File: config.mk
export PLATFORM = sky130hd
export DESIGN_NAME = pgm_isqrt
export DESIGN_NICKNAME = d
export VERILOG_FILES = /design/src/sv/pgm_pkg.sv /design/src/sv/pgm_isqrt.sv
export SDC_FILE = /design/constraint.sdc
export NUM_CORES = 1
export LEC_CHECK = 0
export BUFFER_PORTS_ARGS = -buffer_cell sky130_fd_sc_hd__clkbuf_2
export CELL_PAD_IN_SITES_DETAIL_PLACEMENT = 0
export CELL_PAD_IN_SITES_GLOBAL_PLACEMENT = 1
export CORE_UTILIZATION = 55
export DETAILED_ROUTE_END_ITERATION = 16
export GPL_TIMING_DRIVEN = 1
export PLACE_DENSITY_LB_ADDON = 0.1
export REMOVE_ABC_BUFFERS = 1
export SLEW_MARGIN = 25
export SYNTH_ARGS = -nofsm -noshare
export SYNTH_HDL_FRONTEND = slang
export SYNTH_SLANG_ARGS = --single-unit
export TNS_END_PERCENT = 50
File: constraint.sdc
create_clock -name clk -period 6.1 [get_ports clk]
set_clock_uncertainty 0.1 [all_clocks]
set_input_delay 0.61 -clock clk [delete_from_list [all_inputs] [get_ports clk]]
set_output_delay 0.61 -clock clk [all_outputs]
set_load 0.03 [all_outputs]
File: src/sv/pgm_pkg.sv
// ============================================================================
// pgm_pkg: shared definitions for the Prewitt gradient magnitude unit
// Sizes, field widths, register indexes and the tag that travels with a
// result through the arithmetic pipeline.
// ============================================================================
package pgm_pkg;

    // Largest frame the line memory and counters are built for.
    localparam int MAX_WIDTH  = 2048;
    localparam int MAX_HEIGHT = 2048;

    // Counter and configuration widths.
    localparam int COL_W = $clog2(MAX_WIDTH);
    localparam int ROW_W = $clog2(MAX_HEIGHT);
    localparam int CFG_W = 12;

    // Field widths of the stream payload.
    localparam int PIX_W = 8;
    localparam int POS_W = 11;
    localparam int MAG_W = 8;

    // Square root datapath: a 2*MAG_W bit radicand gives MAG_W root bits,
    // one bit per pipeline stage.
    localparam int RAD_W       = 2 * MAG_W;
    localparam int REM_W       = MAG_W + 2;
    localparam int SQRT_STAGES = MAG_W;

    // Configuration register indexes.
    localparam int CFG_IDX_W = 1;
    localparam logic [CFG_IDX_W-1:0] CFG_IMAGE_WIDTH  = 1'b0;
    localparam logic [CFG_IDX_W-1:0] CFG_IMAGE_HEIGHT = 1'b1;

    // Information that rides along with a result.
    typedef struct packed {
        logic             sat;
        logic [POS_W-1:0] col;
        logic [POS_W-1:0] row;
        logic             last;
    } pgm_tag_t;

endpackage

File: src/sv/pgm_isqrt.sv
// ============================================================================
// pgm_isqrt: pipelined integer square root
// Restoring digit recurrence, one root bit per stage, with a valid/ready
// chain so that any stage can hold while the output is stalled.
// ============================================================================
module pgm_isqrt
(
    input  logic                         clk,
    input  logic                         rst_n,
    input  logic                         in_valid,
    output logic                         in_ready,
    input  logic [pgm_pkg::RAD_W-1:0]    in_rad,
    input  pgm_pkg::pgm_tag_t            in_tag,
    output logic                         out_valid,
    input  logic                         out_ready,
    output logic [pgm_pkg::MAG_W-1:0]    out_root,
    output pgm_pkg::pgm_tag_t            out_tag
);

    localparam int N = pgm_pkg::SQRT_STAGES;

    logic [N-1:0]                valid_reg;
    logic [N:0]                  rdy;
    logic [pgm_pkg::RAD_W-1:0]   rad_reg  [N];
    logic [pgm_pkg::REM_W-1:0]   rem_reg  [N];
    logic [pgm_pkg::MAG_W-1:0]   root_reg [N];
    pgm_pkg::pgm_tag_t           tag_reg  [N];

    assign rdy[N]   = out_ready;
    assign in_ready = rdy[0];

    for (genvar i = 0; i < N; i++)
    begin : g_stage
        logic                        src_valid;
        logic [pgm_pkg::RAD_W-1:0]   src_rad;
        logic [pgm_pkg::REM_W-1:0]   src_rem;
        logic [pgm_pkg::MAG_W-1:0]   src_root;
        pgm_pkg::pgm_tag_t           src_tag;
        logic [pgm_pkg::REM_W+1:0]   wide;
        logic [pgm_pkg::REM_W+1:0]   trial;
        logic [pgm_pkg::REM_W+1:0]   diff;
        logic                        ge;

        if (i == 0)
        begin : g_first
            assign src_valid = in_valid;
            assign src_rad   = in_rad;
            assign src_rem   = '0;
            assign src_root  = '0;
            assign src_tag   = in_tag;
        end
        else
        begin : g_next
            assign src_valid = valid_reg[i-1];
            assign src_rad   = rad_reg[i-1];
            assign src_rem   = rem_reg[i-1];
            assign src_root  = root_reg[i-1];
            assign src_tag   = tag_reg[i-1];
        end

        // Bring down the next two radicand bits and try 4*root + 1.
        assign wide  = {src_rem, src_rad[pgm_pkg::RAD_W-1 -: 2]};
        assign trial = (pgm_pkg::REM_W+2)'({src_root, 2'b01});
        assign diff  = wide - trial;
        assign ge    = (wide >= trial);

        assign rdy[i] = !valid_reg[i] || rdy[i+1];

        always_ff @(posedge clk or negedge rst_n)
        begin
            if (!rst_n)
            begin
                valid_reg[i] <= 1'b0;
            end
            else if (rdy[i])
            begin
                valid_reg[i] <= src_valid;
            end
        end

        always_ff @(posedge clk)
        begin
            if (rdy[i] && src_valid)
            begin
                rad_reg[i]  <= {src_rad[pgm_pkg::RAD_W-3:0], 2'b00};
                rem_reg[i]  <= ge ? diff[pgm_pkg::REM_W-1:0] : wide[pgm_pkg::REM_W-1:0];
                root_reg[i] <= {src_root[pgm_pkg::MAG_W-2:0], ge};
                tag_reg[i]  <= src_tag;
            end
        end
    end

    assign out_valid = valid_reg[N-1];
    assign out_root  = root_reg[N-1];
    assign out_tag   = tag_reg[N-1];

endmodule

# Yosys cells after proc, flatten, opt, wreduce, memory -nomap -nowiden
# Memories as Yosys holds them, arrays and structs flattened.
# Cells that the tools add are included.
# W data, S select, Z words.
[totals] mem_bits_rw=448 ff_bits=8 inputBits=44 n_memories=4 word_cells=76
[op_classes] addsub=8 n_lt_le_gt_ge=8 n_reduce_logical=24 n_mux=24
[mem_list] name="tag_reg" depth=8 word_bits=24 read_ports=8 rd_clocked_by_memory_dff=0 write_ports=8 line="pgm_isqrt.sv:27" source="pgm_pkg::pgm_tag_t tag_reg [N];"
[mem_list] name="rad_reg" depth=8 word_bits=14 read_ports=7 rd_clocked_by_memory_dff=0 write_ports=8 line="pgm_isqrt.sv:24" source="logic [pgm_pkg::RAD_W-1:0] rad_reg [N];"
[mem_list] name="rem_reg" depth=8 word_bits=10 read_ports=7 rd_clocked_by_memory_dff=0 write_ports=8 line="pgm_isqrt.sv:25" source="logic [pgm_pkg::REM_W-1:0] rem_reg [N];"
[mem_list] name="root_reg" depth=8 word_bits=8 read_ports=8 rd_clocked_by_memory_dff=0 write_ports=8 line="pgm_isqrt.sv:26" source="logic [pgm_pkg::MAG_W-1:0] root_reg [N];"
[op_table] cell="$ge A12 B10 Y1" n=7
[op_table] cell="$mux W10" n=8
[op_table] cell="$sub A10 B10 Y10" n=7
[op_table] cell="$mux W1" n=16
[op_table] cell="$logic_and A1 B1 Y1" n=8
[op_table] cell="$logic_not A1 Y1" n=8
[op_table] cell="$logic_or A1 B1 Y1" n=8
[op_table] cell="$sub A2 B1 Y3 const B" n=1
[op_table] cell="$ge A2 B1 Y1 const B" n=1

# Depth between registers and ports, before layout
# Gate-level depths: netlist of run 1.
[depth] depth_word=12 depth_mapped=9

# Least setup slack after synthesis of run 1
# Ideal clock, no wire load.
[synth_path] path_kind="input to register" start="in out_ready" end="mem rad_reg[3][10] in the netlist's numbering, enable pin" arrival_ns=3.081 path_stages=4 path_buffers=0 setup_slack_ns=2.464 path_cell_list="nand3b_1 -> nor2_1 -> and3_1 -> nor2b_1"
[synth_lines] item="from (decl)" line="pgm_isqrt.sv:15" source="input logic out_ready,"
[synth_lines] item="to (decl)" line="pgm_isqrt.sv:24"

==> results of run 1 <==
layer usage:
metal	track usage [%]	wire, µm
met1	17.2	7110
met2	28.5	9790
met5	0	0
met3	2.99	602
met4	7.10	635
area by class of cell:
class                           instances  area, µm²  area share, %
Inverter                               51        191           1.27
Clock buffer                           46        980           6.48
Multi-Input combinational cell        315       2330           15.4
Clock inverter                         20        188           1.24
Timing Repair Buffer                   80        410           2.71
Sequential cell                       355      10600           70.2
Tap cell                              319        399           2.64
kinds of logic (layout without fill, tap and decap cells):
group / count (synthesis) / in the layout
flops: 355 / 355
other cells: 1 / 1
compound gates: 87 / 87
simple gates: 136 / 136
buf+inv: 56 / 197
fa+ha+maj: 42 / 42
mux: 17 / 17
xor+xnor: 32 / 32
timing repair:
item                      CTS  global route
setup buffers               0             0
gates resized for setup     0             0
hold buffers                1             0
hold endpoints to repair    8             0
synthesized netlist by cell type (10+ instances only):
cell type / count / area [µm²]
a21oi_1: 27 / 135
edfxtp_1: 347 / 10400
ha_1: 42 / 526
inv_1: 51 / 191
mux2_2: 12 / 135
nand2_1: 17 / 63.8
nand2b_1: 15 / 93.8
nor2_1: 27 / 101
nor3_1: 13 / 65.1
o21a_1: 12 / 90.1
o21ai_0: 26 / 130
xnor2_1: 22 / 193
xor2_1: 10 / 87.6
worst register-to-register path: stages (launching register included):
cell       delay [ns]
edfxtp_1         0.40
ha_1             0.35
nor4bb_1         0.36
nor3_1           0.10
o2111ai_1        0.84
o2111ai_1        0.28
xnor2_1          0.21
worst min-delay path by stage:
stage          slack [ns]  cells after the start                    to
6_report             0.17                      1         rad_reg[0][4]
2_1_floorplan        0.21                      0  g_stage[1].src_valid
5_1_grt              0.14                      1         tag_reg[0][8]
4_1_cts              0.15                      1         rad_reg[0][4]
3_3_place_gp         0.30                      0        tag_reg[0][93]
3_5_place_dp         0.30                      0        rad_reg[1][11]
metrics by stage:
stage                     power, mW  util (%)  worst slack [ns]  cell area, µm²  hold WS (ns)
after floorplan                4.28         -              2.46           13100         0.214
after global placement         4.52      59.3              3.02           13900         0.300
after detailed placement       4.58      59.4              3.28           13900         0.305
after CTS                      6.71      64.4              3.24           15100         0.145
after global routing           6.93      64.4              3.02           15100         0.141
final                          6.63      64.4              3.20           15100         0.168
power by group:
| group | total [mW] | switching, mW | leakage [nW] | internal (mW) |
|---|---|---|---|---|
| clock | 2.11 | 0.869 | 0.560 | 1.24 |
| sequential | 3.54 | 0.176 | 3.41 | 3.37 |
| combinational | 0.985 | 0.613 | 1.66 | 0.372 |
==> metrics.yaml, run 1 <==
status:
  status: "completed"
yosys:
  synthAdderAreaFrac_pct: 4.00
  synth_edf_count: 347
  yosysWarnings: 0
  synthCells: 726
  synthMuxAreaShare_pct: 1.52
  avgSynthCellArea_um2: 18.1
  synth-compound-area-share_pct: 4.05
  ys_types: 57
  synth-simple-area-share_pct: 5.80
  synth_top_flop_cell: "edfxtp_1"
  synth-seq-cells: 355
  netlist_area_um2: 13100
  synth_xor_area_share_pct: 2.13
  async_flop_share_pct: 2.25
  synth_top_family_by_area: "simple AND/OR/NAND/NOR gates"
  ys_seq_area_share_pct: 80.8
sta:
  worstMarginPinSlew_ns: 1.03
  relSlewSlack_pct: 31.4
  rsz0062_at_grt: "false"
  setup-tns-final_ns: 0
  fin_crit_ns: 2.90
  setup_viol: 0
  max_clock_freq_mhz: 345
  slew_violations: 0
  hold_viol_final: 0
  fin_crit_sh_pct: 47.6
critical_path:
  crit_path_top_delay_cell: "o2111ai_1"
  timing.rr.end: "rem_reg[4][9]"
  reg2reg_from: "rem_reg[3][0]"
  r2r_slack_ns: 3.20
  path_buf_inv: 0
  cp-endpoint: "rem_reg[4][9]"
  worstSetupStartpointType: "flip-flop"
  crit_arrival_ns: 3.05
  worst-path-stages: 6
  critPathMaxStageDelay_ns: 0.84
  critPathCaptureType: "flip-flop"
  path_cells: "ha_1 -> nor4bb_1 -> nor3_1 -> o2111ai_1 -> o2111ai_1 -> xnor2_1"
  worstPathMaxFanout: 12
  crit_top_cell: "o2111ai_1"
  critPathRequiredTime_ns: 6.25
  criticalPathCategory: "reg2reg"
  r2r_cells: 6
  startpoint: "rem_reg[3][0]"
  crit_family: "compound AO/OA/AOI/OAI gates"
finish:
  syn2layout_area_growth_pct: 15.0
  drive_gt1_share_pct: 19.3
  final_nets: 925
  mostFrequentLayoutCell: "edfxtp_1"
  largest_reg_flops: 192
  fillers: 1646
  final_cell_mix: "347 x edfxtp_1, 77 x clkbuf_2, 51 x inv_1"
  antenna_cells: 0
  layoutNonFillerInstCount: 1186
detailed_routing:
  ant_nets: 0
  wirelength_mm: 18.1
  vias: 6071
  drc_errors: 0
  viasPerCell: 5.12
  dr.first_iter.drc_count: 243
  wl_per_cell_um: 15.3
  firstDrtPassIters: 4
placed_design:
  place_inst: 1119
  gp_congestion: 0.930
  dp_hpwl_mm: 11.8
  port_buffers: 77
min_path:
  holdCritStartpoint: "in_rad[4]"
  holdCritPathClass: "in2reg"
clocking:
  cts_tree: "built"
  insertion_delay_ns: 0.52
  clkTransAtPathRegs_ns: 0.06
  htree_num_levels: 2
  numCtsBuffers: 36
  numClockSinks: 355
  clk_path_buf_depth: 3
  clockRootBuffer: "clkbuf_16"
global_route:
  antenna_found_initial: 0
  grt_pass1_wl_mm: 29.0
  grt_max_degree: 49
  grt_usage_pct: 15.5
  grt_pass1_vias: 6079
  overflow: 0
die:
  core_area_um2: 23500
  die_w_um: 157
  initial_core_util_pct: 56.0
  die_y_um: 157
  die-area_um2: 24500
  ios: 78
  num_rows: 56
power_and_ir_drop:
  p_leak_nw: 5.63
  p_per_area_nw_per_um2: 439
  ir_drop_v: 0.000372
job:
  max_cap_violations: 0
No activity file was read; power rests on OpenSTA's default activity.
==> run 2: changes to the inputs <==
--- a/config.mk
+++ b/config.mk
@@ -8,7 +8,7 @@
 export BUFFER_PORTS_ARGS = -buffer_cell sky130_fd_sc_hd__clkbuf_2
 export CELL_PAD_IN_SITES_DETAIL_PLACEMENT = 0
 export CELL_PAD_IN_SITES_GLOBAL_PLACEMENT = 1
-export CORE_UTILIZATION = 55
+export CORE_UTILIZATION = 52
 export DETAILED_ROUTE_END_ITERATION = 16
 export GPL_TIMING_DRIVEN = 1
 export PLACE_DENSITY_LB_ADDON = 0.1
==> constraint.sdc (replaced) <==
create_clock -name clk -period 2.74 [get_ports clk]
set_clock_uncertainty 0.1 [all_clocks]
set_input_delay 0.274 -clock clk [delete_from_list [all_inputs] [get_ports clk]]
set_output_delay 0.274 -clock clk [all_outputs]
set_load 0.03 [all_outputs]
==> metrics.yaml, run 2 (same netlist as run 1, synthesis figures left out) <==
status:
  status: "completed"
power_and_ir_drop:
  clockPowerShare_pct: 30.4  # -1.4 points
  p_leak_nw: 5.84  # +3.9%
  power.switching_mw: 3.64  # +120%
  p_per_area_nw_per_um2: 940  # +110%
  comb_power_share_pct: 15.9  # +1.1 points
  p_seq_share_pct: 53.7  # +0.3 points
  ir_drop_v: 0.000625  # +68%
  p_sw_share_pct: 24.8  # -0.20 points
  p_int_mw: 11.0  # +120%
clocking:
  numClockSinks: 355  # unchanged
  numCtsBuffers: 36  # unchanged
  clockRootBuffer: "clkbuf_16"
  clk_path_buf_depth: 3  # unchanged
  insertion_delay_ns: 0.51  # about the same
  cts_tree: "built"
  post-cts-setup-buffer-count: 0  # unchanged
  htree_num_levels: 2  # unchanged
  clkTransAtPathRegs_ns: 0.06  # about the same
min_path:
  holdCritPathClass: "in2async"
global_route:
  overflow: 0  # unchanged
  grt_usage_pct: 15.0  # -0.45 points
  grt_pass1_wl_mm: 30.5  # +5.2%
  grt_pass1_vias: 6535  # +7.5%
  grt_max_degree: 49  # unchanged
  antenna_found_initial: 0  # unchanged
critical_path:
  startpoint: "rem_reg[4][3]"
  r2r_slack_ns: 0.18  # -3.02 ns
  criticalPathCategory: "reg2reg"
  reg2reg_from: "rem_reg[4][3]"
  worstPathMaxFanout: 8  # -4
  worstSetupStartpointType: "flip-flop"
  critPathCaptureType: "flip-flop"
  crit_arrival_ns: 2.71  # -0.34 ns
  timing.rr.end: "rem_reg[5][3]"
  cp-endpoint: "rem_reg[5][3]"
  r2r_cells: 6  # unchanged
  critPathRequiredTime_ns: 2.89  # -3.36 ns
die:
  core_area_um2: 24500  # +4.5%
  initial_core_util_pct: 53.6  # -2.4 points
  num_rows: 57  # +1.8%
  die_w_um: 161  # +2.8%
  die_y_um: 161  # +2.8%
  ios: 78  # unchanged
  die-area_um2: 25900  # +5.7%
sta:
  hold_viol_final: 0  # unchanged
  relSlewSlack_pct: 45.3  # +14 points
  setup_viol: 0  # unchanged
  fin_hold_ws_ns: 0.0525  # -0.116 ns
  max_clock_freq_mhz: 391  # +13%
  slew_violations: 0  # unchanged
  rsz0062_at_grt: "false"
  fin_crit_sh_pct: 93.4  # +46 points
  fin_crit_ns: 2.56  # -0.343 ns
  worstMarginPinSlew_ns: 0.821  # -0.206 ns
placed_design:
  dp_hpwl_mm: 12.1  # +1.8%
  place_inst: 1135  # +1.4%
  port_buffers: 77  # unchanged
  gp_congestion: 0.889  # -4.5%
detailed_routing:
  wirelength_mm: 18.8  # +3.6%
  firstDrtPassIters: 4  # unchanged
  dr.first_iter.drc_count: 287  # +18%
  ant_nets: 0  # unchanged
  viasPerCell: 5.04  # -1.6%
  vias: 6263  # +3.2%
  wl_per_cell_um: 15.1  # -1.1%
  drc_errors: 0  # unchanged
finish:
  final_cell_mix: "347 x edfxtp_1, 77 x clkbuf_2, 51 x inv_1"
  layoutNonFillerInstCount: 1243  # +4.8%
  syn2layout_area_growth_pct: 18.7
  largest_reg_flops: 192  # unchanged
  mostFrequentLayoutCell: "edfxtp_1"
  final_nets: 979  # +5.8%
  fillers: 1739  # +5.7%
  drive_gt1_share_pct: 18.7  # -0.55 points
  antenna_cells: 0  # unchanged
job:
  max_cap_violations: 0  # unchanged
## run 2: what timing repair did
item | CTS | global route
gates resized for setup | 0 | 1
hold buffers | 44 | 0
endpoints found under the hold margin | 52 | 0
endpoints found under the setup margin | 0 | 3
## run 2: per-stage QoR
step / utilization [%] / TNS (ns) / instance area [µm²] / power [mW] / setup slack, ns
6_report: 63.6 / 0 / 15600 / 14.7 / 0.181
5_1_grt: 63.6 / 0 / 15600 / 15.4 / 0.0234
4_1_cts: 63.6 / 0 / 15600 / 14.9 / 0.0706
3_5_place_dp: 57.4 / 0 / 14100 / 10.3 / 0.0802
3_3_place_gp: 57.4 / 0 / 14100 / 10.2 / 0.151
2_1_floorplan: - / -40.80 / 13100 / 9.54 / -0.816
## run 2: metal layers
| layer | part of all wire [%] | wire length (µm) | track usage [%] |
|---|---|---|---|
| met5 | 0 | 0 | 0 |
| met1 | 40 | 7470 | 17.0 |
| met3 | 4.8 | 907 | 2.98 |
| met4 | 3.6 | 686 | 8.02 |
| met2 | 52 | 9740 | 26.9 |
## run 2: layout make-up
cell class                      count  area (µm²)  share of cell area (%)
Tap cell                          324         405                    2.60
Inverter                           51         191                    1.23
Clock inverter                     21         165                    1.06
Clock buffer                       43         927                    5.94
Timing Repair Buffer              134         973                    6.24
Multi-Input combinational cell    315        2320                    14.9
Sequential cell                   355       10600                    68.0
## run 2: critical path: stages (launching register included)
cell,delay [ns]
edfxtp_1,0.40
ha_1,0.33
a21oi_1,0.14
and2b_2,0.26
or4_4,0.49
or2_4,0.30
mux2_4,0.31
## run 2: worst min path at each step
stage / endpoint / slack (ns) / cells after the start
finish: g_stage[5].src_valid / 0.05 / 2
global route: g_stage[5].src_valid / 0.08 / 2
CTS: g_stage[5].src_valid / 0.04 / 2
detailed placement: g_stage[5].src_valid / 0.03 / 1
global placement: g_stage[3].src_valid / 0.02 / 1
floorplan: g_stage[1].src_valid / -0.12 / 0
## run 2: power groups by stage
stage / clock network [mW] / logic [mW] / registers [mW]
floorplan: 0 / 1.47 / 8.07
global placement: 0 / 2.21 / 7.94
detailed placement: 0 / 2.29 / 8.01
CTS: 4.61 / 2.35 / 7.90
global route: 4.82 / 2.60 / 7.99
finish: 4.46 / 2.33 / 7.88
==> run 3: changes to the inputs <==
--- a/config.mk
+++ b/config.mk
@@ -8,7 +8,7 @@
 export BUFFER_PORTS_ARGS = -buffer_cell sky130_fd_sc_hd__clkbuf_2
 export CELL_PAD_IN_SITES_DETAIL_PLACEMENT = 0
 export CELL_PAD_IN_SITES_GLOBAL_PLACEMENT = 1
-export CORE_UTILIZATION = 52
+export CORE_UTILIZATION = 55
 export DETAILED_ROUTE_END_ITERATION = 16
 export GPL_TIMING_DRIVEN = 1
 export PLACE_DENSITY_LB_ADDON = 0.1
==> constraint.sdc (replaced) <==
create_clock -name clk -period 2.97 [get_ports clk]
set_clock_uncertainty 0.1 [all_clocks]
set_input_delay 0.297 -clock clk [delete_from_list [all_inputs] [get_ports clk]]
set_output_delay 0.297 -clock clk [all_outputs]
set_load 0.03 [all_outputs]
==> metrics.yaml, run 3 (same netlist as run 1, synthesis figures left out) <==
finish:
  regArea_um2: 10600  # unchanged
  drive_gt1_share_pct: 18.4  # -0.36 points
  final_nets: 979  # unchanged
  mostFrequentLayoutCell: "edfxtp_1"
  utilization_pct: 66.2  # +2.6 points
  fillers: 1575  # -9.4%
  syn2layout_area_growth_pct: 18.2
  fin_area_um2: 15500  # -0.42%
  largest_reg_flops: 192  # unchanged
  multi_input_area_um2: 2320  # -0.22%
  final_cell_mix: "347 x edfxtp_1, 77 x clkbuf_2, 51 x inv_1"
  antenna_cells: 0  # unchanged
clocking:
  clk_path_buf_depth: 3  # unchanged
  numClockSinks: 355  # unchanged
  clockRootBuffer: "clkbuf_16"
  post-cts-setup-buffer-count: 0  # unchanged
  insertion_delay_ns: 0.51  # about the same
  htree_num_levels: 2  # unchanged
  cts_tree: "built"
  numCtsBuffers: 36  # unchanged
  cts_resized: 0  # unchanged
  clkTransAtPathRegs_ns: 0.06  # about the same
min_path:
  holdCritPathClass: "in2async"
placed_design:
  dp_hpwl_mm: 12.1  # +0.34%
  port_buffers: 77  # unchanged
  gp_congestion: 0.905  # +1.8%
  placed_area_um2: 14000  # -0.24%
critical_path:
  critPathCaptureType: "flip-flop"
  worstPathMaxFanout: 8  # unchanged
  critPathRequiredTime_ns: 3.13  # +0.24 ns
  r2r_slack_ns: 0.22  # +0.04 ns
  worstSetupStartpointType: "flip-flop"
  crit_arrival_ns: 2.91  # +0.20 ns
  criticalPathCategory: "reg2reg"
  r2r_cells: 6  # unchanged
sta:
  rsz0062_at_grt: "false"
  relSlewSlack_pct: 56.1  # +11 points
  fin_crit_sh_pct: 92.7  # -0.70 points
  worstMarginPinSlew_ns: 0.659  # -0.162 ns
  setup_viol: 0  # unchanged
  slew_violations: 0  # unchanged
  fin_crit_ns: 2.75  # +0.194 ns
  hold_viol_final: 0  # unchanged
  max_clock_freq_mhz: 363  # -7.1%
global_route:
  grt_pass1_wl_mm: 29.8  # -2.4%
  overflow: 0  # unchanged
  grt_pass1_vias: 6333  # -3.1%
  grt_max_degree: 49  # unchanged
  grt_usage_pct: 15.8  # +0.74 points
  antenna_found_initial: 0  # unchanged
detailed_routing:
  wl_per_cell_um: 15.1  # -0.51%
  drc_errors: 0  # unchanged
  ant_nets: 0  # unchanged
  vias: 6276  # +0.21%
  firstDrtPassIters: 6  # +2
  wirelength_mm: 18.6  # -1.2%
  routedLengthMet1_mm: 7.01  # -6.1%
  wl_met2_mm: 10.1  # +3.8%
  dr_wl_met3_um: 818  # -9.8%
  dr.first_iter.drc_count: 285  # -0.70%
  viasPerCell: 5.09  # +0.94%
  top_layer: "met4"
job:
  max_cap_violations: 0  # unchanged
die:
  ios: 78  # unchanged
  initial_core_util_pct: 56.0  # +2.4 points
  die_y_um: 157  # -2.7%
  core_area_um2: 23500  # -4.3%
  die_w_um: 157  # -2.7%
  num_rows: 56  # -1.8%
  die-area_um2: 24500  # -5.4%
power_and_ir_drop:
  ir_drop_v: 0.000516  # -17%
  p_per_area_nw_per_um2: 864  # -8.1%
  p_leak_nw: 5.81  # -0.60%
  power_mw: 13.4  # -8.5%
status:
  status: "completed"
run 3: changes by cell type in the layout (fill, tap and decap cells not counted), moves of 2 or more:
| cell | delta |
|---|---|
| clkinv_1 | -5 |
| buf_4 | +2 |
| clkinv_2 | -2 |
| clkbuf_1 | +3 |
| buf_12 | -2 |
run 3: area by class of cell:
type | instances | area share, %
Sequential cell | 355 | 68.3
Multi-Input combinational cell | 315 | 14.9
Timing Repair Buffer | 134 | 6.10
Clock buffer | 46 | 6.04
Tap cell | 319 | 2.57
Inverter | 51 | 1.23
Clock inverter | 14 | 0.805
run 3: path summary, 6_finish.rpt:
kind | start | to
max | rem_reg[4][3] | rem_reg[5][5]
min | rst_n | out_valid
max reg2reg | rem_reg[4][3] | rem_reg[5][5]
min reg2reg | rad_reg[1][4] | rad_reg[2][6]
max in group asynchronous | rst_n | g_stage[6].src_valid
min in group clk | rad_reg[1][4] | rad_reg[2][6]
run 3: per-stage QoR:
step / setup WS [ns] / TNS (ns) / hold slack (ns) / instances
final: 0.217 / 0 / 0.0650 / 1234
after global routing: 0.0906 / 0 / 0.0729 / 1234
after CTS: 0.214 / 0 / 0.0510 / 1234
after detailed placement: 0.224 / 0 / 0.0565 / 1130
after global placement: 0.285 / 0 / 0.0453 / 1130
after floorplan: -0.586 / -26.93 / -0.0986 / 721
run 3: critical path: stages, from the launching register on:
cell      delay, ns
edfxtp_1       0.39
ha_1           0.38
a21oi_1        0.16
and2b_2        0.25
or4_4          0.52
or2_1          0.36
mux2_4         0.34
run 3: what timing repair did:
item | 4_1_cts | 5_1_grt
hold endpoints to repair | 51 | 0
endpoints found under the setup margin | 0 | 0
hold buffers | 44 | 0
run 3: layer usage:
| layer | vias to the layer above | track usage (%) |
|---|---|---|
| met3 | 48 | 3.38 |
| met4 | 0 | 7.38 |
| li1 | 3085 | - |
| met1 | 3004 | 16.9 |
| met2 | 139 | 29.4 |
| met5 | - | 0 |
run 3: report_power, final:
part	leakage [nW]	internal (mW)	total (mW)	switching, mW
combinational	1.88	0.834	2.10	1.27
clock	0.515	2.34	4.06	1.72
sequential	3.41	6.91	7.27	0.359
total	5.81	10.1	13.4	3.35
